[config.mk]
export PLATFORM = sky130hd
export DESIGN_NAME = missing_rate_variant_filter
export DESIGN_NICKNAME = d
export VERILOG_FILES = /design/src/sv/mrvf_pkg.sv /design/src/sv/mrvf_judge.sv /design/src/sv/missing_rate_variant_filter.sv
export SDC_FILE = /design/constraint.sdc
export NUM_CORES = 2
export LEC_CHECK = 0
export ABC_CLOCK_PERIOD_IN_PS = 13200
export BUFFER_PORTS_ARGS = -buffer_cell sky130_fd_sc_hd__buf_2
export CORE_MARGIN = 3
export CORE_UTILIZATION = 67
export DETAILED_ROUTE_END_ITERATION = 16
export PLACE_DENSITY = 0.91
export SLEW_MARGIN = 10
export SYNTH_ARGS = -nofsm -noshare
export SYNTH_HDL_FRONTEND = slang
export SYNTH_HIERARCHICAL = 1
export SYNTH_SLANG_ARGS = --single-unit
[constraint.sdc]
create_clock -name aclk -period 13.2 [get_ports aclk]
set_input_delay 1.32 -clock aclk [delete_from_list [all_inputs] [get_ports aclk]]
set_output_delay 1.32 -clock aclk [all_outputs]
set_load 0.02 [all_outputs]
[src/sv/mrvf_pkg.sv]
`default_nettype none
// ----------------------------------------------------------------------------
// mrvf_pkg
// Shared types, constants and helpers of the missing-rate variant filter.
// ----------------------------------------------------------------------------
package mrvf_pkg;

    localparam int COUNT_W     = 17;
    localparam int THR_W       = 17;
    localparam int CFG_IDX_W   = 1;
    localparam int CFG_DATA_W  = 17;
    localparam int FRAC_W      = 16;
    localparam int COUNTER_MAX = 131071;

    localparam logic [THR_W-1:0] THRESHOLD_RESET = THR_W'(6554);

    // register indexes of the configuration port
    localparam logic [CFG_IDX_W-1:0] REG_MISSING_THRESHOLD = 1'b0;
    localparam logic [CFG_IDX_W-1:0] REG_CASE_CONTROL_MODE = 1'b1;

    typedef logic [COUNT_W-1:0] count_t;

    typedef struct packed {
        count_t case_samples;
        count_t control_samples;
        count_t missing_in_cases;
        count_t missing_in_controls;
    } counts_t;

    function automatic count_t sat_inc(input count_t x, input count_t cap);
        sat_inc = (x < cap) ? x + count_t'(1) : x;
    endfunction

    function automatic count_t sat_add(input count_t a, input count_t b, input count_t cap);
        logic [COUNT_W:0] s;
        s = {1'b0, a} + {1'b0, b};
        sat_add = (s > {1'b0, cap}) ? cap : s[COUNT_W-1:0];
    endfunction

endpackage
`default_nettype wire

[src/sv/mrvf_judge.sv]
`default_nettype none
// ----------------------------------------------------------------------------
// mrvf_judge
// Keep/remove decision for one variant from its final counts.
// ----------------------------------------------------------------------------
module mrvf_judge #(
    parameter logic [16:0] COUNT_CAP = 17'd65536
) (
    input  wire mrvf_pkg::counts_t                  counts,
    input  wire logic [mrvf_pkg::THR_W-1:0]         missing_threshold,
    input  wire logic                               case_control_mode,
    output logic                                    keep_variant,
    output mrvf_pkg::count_t                        missing_total
);
    import mrvf_pkg::*;

    localparam int PROD_W = COUNT_W + THR_W;

    count_t sample_total;
    logic   fail_all;
    logic   fail_case;
    logic   fail_control;

    // m/n > t  <=>  m * 2^16 > t * n, so an empty class never fails
    function automatic logic frac_fails(input count_t missing, input count_t total,
                                        input logic [THR_W-1:0] thr);
        logic [PROD_W-1:0] lhs;
        logic [PROD_W-1:0] rhs;
        lhs = PROD_W'({missing, {FRAC_W{1'b0}}});
        rhs = PROD_W'(thr) * PROD_W'(total);
        frac_fails = lhs > rhs;
    endfunction

    always_comb begin
        missing_total = sat_add(counts.missing_in_cases, counts.missing_in_controls, COUNT_CAP);
        sample_total  = sat_add(counts.case_samples, counts.control_samples, COUNT_CAP);
        fail_all      = frac_fails(missing_total, sample_total, missing_threshold);
        fail_case     = frac_fails(counts.missing_in_cases, counts.case_samples,
                                   missing_threshold);
        fail_control  = frac_fails(counts.missing_in_controls, counts.control_samples,
                                   missing_threshold);
        if (case_control_mode) begin
            keep_variant = !fail_case && !fail_control;
        end else begin
            keep_variant = !fail_all;
        end
    end

endmodule
`default_nettype wire

[src/sv/missing_rate_variant_filter.sv]
// A last-sample word is captured in the snapshot register, then judged into the result register.
// Throughput: one sample word per cycle while s_ready is high; non-last words produce no result.
// Samples are counted in the counter registers, the snapshot register feeds the compare (17x17 multiply)
// that loads the result register; a stalled result word holds the input only once
// the snapshot register is also full.
// Reset clears all counters, empties the pipeline, restores threshold 6554, pooled mode.
`default_nettype none
// ----------------------------------------------------------------------------
// missing_rate_variant_filter
// Counts missing genotype calls per class over one variant's samples and
// flags whether the variant passes the missing-rate threshold.
// ----------------------------------------------------------------------------
module missing_rate_variant_filter #(
    parameter int unsigned MAX_SAMPLES = 65536
) (
    input  wire logic                                  aclk,
    input  wire logic                                  aresetn,
    // configuration writes
    input  wire logic                                  cfg_valid,
    output logic                                       cfg_ready,
    input  wire logic [mrvf_pkg::CFG_IDX_W-1:0]        cfg_index,
    input  wire logic [mrvf_pkg::CFG_DATA_W-1:0]       cfg_data,
    // sample words
    input  wire logic                                  s_valid,
    output logic                                       s_ready,
    input  wire logic                                  s_call_missing,
    input  wire logic                                  s_is_case,
    input  wire logic                                  s_last_sample,
    // decision words
    output logic                                       m_valid,
    input  wire logic                                  m_ready,
    output logic                                       m_keep_variant,
    output logic [mrvf_pkg::COUNT_W-1:0]               m_missing_total
);
    import mrvf_pkg::*;

    localparam count_t COUNT_CAP = (MAX_SAMPLES < COUNTER_MAX) ?
                                   COUNT_W'(MAX_SAMPLES) : COUNT_W'(COUNTER_MAX);

    logic [THR_W-1:0] threshold_reg;
    logic             mode_reg;

    counts_t counts_reg;
    counts_t counts_next;
    counts_t snap_reg;
    logic    snap_valid_reg;
    logic    m_valid_reg;
    logic    keep_reg;
    count_t  missing_total_reg;

    logic    s_accept;
    logic    out_ready;
    logic    judge_keep;
    count_t  judge_missing;

    assign cfg_ready = 1'b1;
    assign out_ready = !m_valid_reg || m_ready;
    assign s_ready   = !snap_valid_reg || out_ready;
    assign s_accept  = s_valid && s_ready;

    assign m_valid         = m_valid_reg;
    assign m_keep_variant  = keep_reg;
    assign m_missing_total = missing_total_reg;

    always_comb begin
        counts_next = counts_reg;
        if (s_is_case) begin
            counts_next.case_samples = sat_inc(counts_reg.case_samples, COUNT_CAP);
            if (s_call_missing) begin
                counts_next.missing_in_cases = sat_inc(counts_reg.missing_in_cases, COUNT_CAP);
            end
        end else begin
            counts_next.control_samples = sat_inc(counts_reg.control_samples, COUNT_CAP);
            if (s_call_missing) begin
                counts_next.missing_in_controls =
                    sat_inc(counts_reg.missing_in_controls, COUNT_CAP);
            end
        end
    end

    mrvf_judge #(
        .COUNT_CAP(COUNT_CAP)
    ) u_judge (
        .counts            (snap_reg),
        .missing_threshold (threshold_reg),
        .case_control_mode (mode_reg),
        .keep_variant      (judge_keep),
        .missing_total     (judge_missing)
    );

    always_ff @(posedge aclk) begin
        if (!aresetn) begin
            threshold_reg  <= THRESHOLD_RESET;
            mode_reg       <= 1'b0;
            counts_reg     <= '0;
            snap_valid_reg <= 1'b0;
            m_valid_reg    <= 1'b0;
        end else begin
            if (cfg_valid) begin
                case (cfg_index)
                    REG_MISSING_THRESHOLD: threshold_reg <= THR_W'(cfg_data);
                    REG_CASE_CONTROL_MODE: mode_reg      <= cfg_data[0];
                    default: ;
                endcase
            end
            // drop the counts once the last sample has been captured
            if (s_accept) begin
                counts_reg <= s_last_sample ? '0 : counts_next;
            end
            if (s_ready) begin
                snap_valid_reg <= s_accept && s_last_sample;
            end
            if (out_ready) begin
                m_valid_reg <= snap_valid_reg;
            end
        end
    end

    always_ff @(posedge aclk) begin
        if (s_accept && s_last_sample) begin
            snap_reg <= counts_next;
        end
        if (out_ready && snap_valid_reg) begin
            keep_reg          <= judge_keep;
            missing_total_reg <= judge_missing;
        end
    end

    a_snap_after_last: assert property (@(posedge aclk) disable iff (!aresetn)
        s_accept && s_last_sample |=> snap_valid_reg)
        else $error("last sample did not load the snapshot stage");

    a_clear_after_last: assert property (@(posedge aclk) disable iff (!aresetn)
        s_accept && s_last_sample |=> counts_reg == '0)
        else $error("counters not cleared after last sample");

    a_missing_case_bound: assert property (@(posedge aclk) disable iff (!aresetn)
        counts_reg.missing_in_cases <= counts_reg.case_samples)
        else $error("case missing count exceeds case samples");

    a_missing_control_bound: assert property (@(posedge aclk) disable iff (!aresetn)
        counts_reg.missing_in_controls <= counts_reg.control_samples)
        else $error("control missing count exceeds control samples");

    a_count_cap: assert property (@(posedge aclk) disable iff (!aresetn)
        counts_reg.case_samples <= COUNT_CAP && counts_reg.control_samples <= COUNT_CAP)
        else $error("sample counter passed its cap");

endmodule
`default_nettype wire

==> results.json <==
{
  "dr_wl_met2_mm": 49.6,
  "min_to": "counts_reg[48]$_SDFFE_PN0P_",
  "slew_viol_final": 0,
  "vias": 32200,
  "outcome": "finished, final reports clean",
  "crit_path_max_incr_delay_ns": 0.94,
  "finClkSkew_ns": 0.0181,
  "fmax_mhz": 78.4,
  "drive_gt1_share_pct": 4.92,
  "drtIter0Drc": 3755,
  "die_h_um": 247,
  "clockRootBuffer": "clkbuf_16",
  "top_layer": "met5",
  "period_share_pct": 96.7,
  "cts_made_buffers": 17,
  "syn_area_mm2": 0.0391,
  "routedWlPerCell_um": 21.6,
  "clk_latency_ns": 0.48,
  "die_w_um": 247,
  "synth_edf_count": 86,
  "grt_overflow": 0,
  "p_per_area_mw_per_mm2": 89.2,
  "cp_slowest_cell": "edfxtp_1",
  "numPortBuffers": 45,
  "fin_ws_ns": 0.440,
  "routabilityCongestion": 0.994,
  "fin_util_pct": 71.0,
  "core_mm2": 0.0570,
  "crit_required_ns": 13.53,
  "ir_worst_vdd_uv": 106,
  "hold_viol_final": 0,
  "ctsHoldBuffers": 0,
  "ys_warn_count": 6,
  "total_power_mw": 3.61,
  "ios": 47,
  "cts_num_sinks": 174,
  "timing.rr.end": "m_keep_variant$_DFFE_PP_",
  "ys_types": 96,
  "ff2ff_path_depth": 41,
  "dp_hpwl_mm": 81.7,
  "num_rows": 87,
  "crit_path_end_kind": "flip-flop",
  "synthFlopType": "dfxtp_1",
  "nets": 5472,
  "yosysSeqAreaShare_pct": 11.1,
  "slew_headroom_pct": 18.4,
  "p_leak_nw": 19.8,
  "r2r_slack_ns": 0.44,
  "syn_nets": 5562,
  "firstDrtPassIters": 8,
  "h-tree-depth": 4,
  "critPathKind": "flip-flop to flip-flop",
  "crit_fanout": 18,
  "synthArstFlopShare_pct": 0,
  "grt_pass1_vias": 34100,
  "cts_tree": "yes",
  "arrival_ns": 13.09,
  "clk_path_buf_depth": 2,
  "m1WireLength_mm": 38.7,
  "met3_wirelength_mm": 15.5,
  "place_ws_ns": 0.942,
  "numPlacedInstances": 5091,
  "route.detailed.drc": 0,
  "final_area_mm2": 0.0405,
  "syn-mean-instance-area_um2": 8.78,
  "hold_path_depth": 1,
  "via_per_inst": 6.28,
  "drv_cap": 0,
  "path_clk_slew_ns": 0.10,
  "antenna_found_initial": 9,
  "die_area_mm2": 0.0612,
  "min-delay-start": "counts_reg[48]$_SDFFE_PN0P_",
  "initial_utilization_pct": 68.5,
  "ant_nets": 0,
  "drt_wl_total_mm": 111,
  "setup_viol": 0,
  "min_period_ns": 12.76,
  "placed_cell_area_mm2": 0.0398,
  "worst_setup_path_start_kind": "flip-flop",
  "reg2reg_from": "snap_reg[63]$_DFFE_PP_",
  "syn_to_final_growth_pct": 3.71,
  "synth-seq-cells": 174,
  "cp_common_cell": "fa_1",
  "worst_slew_pin_slew_ns": 1.22,
  "final_cells": 5136,
  "synth_cells": 4449,
  "grt_max_degree": 69,
  "grt_first_pass_wirelength_mm": 177,
  "hold_path_class": "flip-flop to flip-flop",
  "grtUsageTotal_pct": 37.0
}
-- worst max-delay path by stage --
stage	startpoint	to	slack, ns
3_5_place_dp	snap_reg[51]$_DFFE_PP_	m_keep_variant$_DFFE_PP_	0.94
2_1_floorplan	snap_reg[34]$_DFFE_PP_	m_keep_variant$_DFFE_PP_	2.87
6_report	snap_reg[63]$_DFFE_PP_	m_keep_variant$_DFFE_PP_	0.44
4_1_cts	snap_reg[51]$_DFFE_PP_	m_keep_variant$_DFFE_PP_	0.90
5_1_grt	snap_reg[63]$_DFFE_PP_	m_keep_variant$_DFFE_PP_	-0.02
3_3_place_gp	snap_reg[51]$_DFFE_PP_	m_keep_variant$_DFFE_PP_	1.37
-- through the flow --
stage          setup TNS [ns]  hold slack [ns]
2_1_floorplan               0            0.426
3_3_place_gp                0            0.432
3_5_place_dp                0            0.439
4_1_cts                     0            0.474
5_1_grt               -0.0198            0.509
6_report                    0            0.478
-- cell usage after synthesis (all sizes together) (26+ instances only) --
cell	count	area (um2)
nand3	58	290
nor2	105	427
xnor2	94	823
edfxtp	86	2580
inv	848	3180
a21o	66	495
buf	41	251
dfxtp	88	1760
ha	413	5170
nor3	30	155
nand2	722	2710
fa	674	13500
xor2	65	569
clkbuf	182	683
o21ai	86	434
a31oi	26	163
and2	310	1940
a21oi	150	754
nor2b	30	203
nand4	48	360
-- power by group --
group / total, mW / switching (mW) / internal, mW
clock: 0.553 / 0.291 / 0.262
sequential: 0.596 / 0.0202 / 0.576
combinational: 2.46 / 1.48 / 0.987
-- placed cells by master (no fill, tap or decap), types with 19 or more instances in the layout --
master    netlist  routed
nor2b_1        28      28
edfxtp_1       86      86
nand2b_1       23      23
buf_2          24      45
o21bai_1       19      19
fa_1          674     674
xnor2_1        94      94
ha_1          413     413
nor2_1        100     100
a21oi_1       149     149
nand2_1       722     722
or3_1          21      21
a31oi_1        26      26
nand3_1        58      58
o21ai_0        82      82
nor3_1         29      28
and2_1        309     309
nand4_1        44      44
buf_4           8      68
dfxtp_1        88      71
xor2_1         65      65
and3_1         20      20
a21o_1         66      66
inv_1         848     847
-- logic make-up after synthesis --
family | after synthesis | synth area share [%]
flops | 174 | 11.1
other cells | 1 | 0.00960
buf+inv | 1072 | 10.6
compound gates | 496 | 8.39
xor+xnor | 159 | 3.57
simple gates | 1450 | 18.3
mux | 10 | 0.308
fa+ha+maj | 1087 | 47.8
-- timing repair --
| action | in CTS | in global routing |
|---|---|---|
| setup endpoints to repair | 0 | 1 |
| setup buffers | 0 | 4 |
| gates resized for setup | 0 | 1 |
| endpoints found under the hold margin | 0 | 0 |
-- per-layer routing --
metal  up-vias  global-route usage (%)
li1      13800                       -
met1     15500                    44.8
met2      2290                    57.6
met3       623                    13.3
met4         2                    20.7
met5         -                       0
-- worst max-delay path: cells and delay by family (launching register included) --
family,cells,cell delay [ns]
AND/OR/NAND/NOR,13,3.86
adder cells (fa/ha/maj),9,3.80
AO/OA/AOI/OAI,14,3.40
flip-flops,1,0.94
multiplexers,1,0.38
buffers and inverters,3,0.13
XOR/XNOR,1,0.11
-- layout make-up --
| cell class | count | area (um2) |
|---|---|---|
| inverter | 849 | 3190 |
| fill | 3870 | 16500 |
| multi-input combinational | 3204 | 30600 |
| sequential | 174 | 4370 |
| tap | 756 | 946 |
| clock inverter | 15 | 206 |
| timing repair buffer | 113 | 736 |
| clock buffer | 17 | 425 |
| antenna | 8 | 20.0 |
Power figures use the tool's default switching activity.
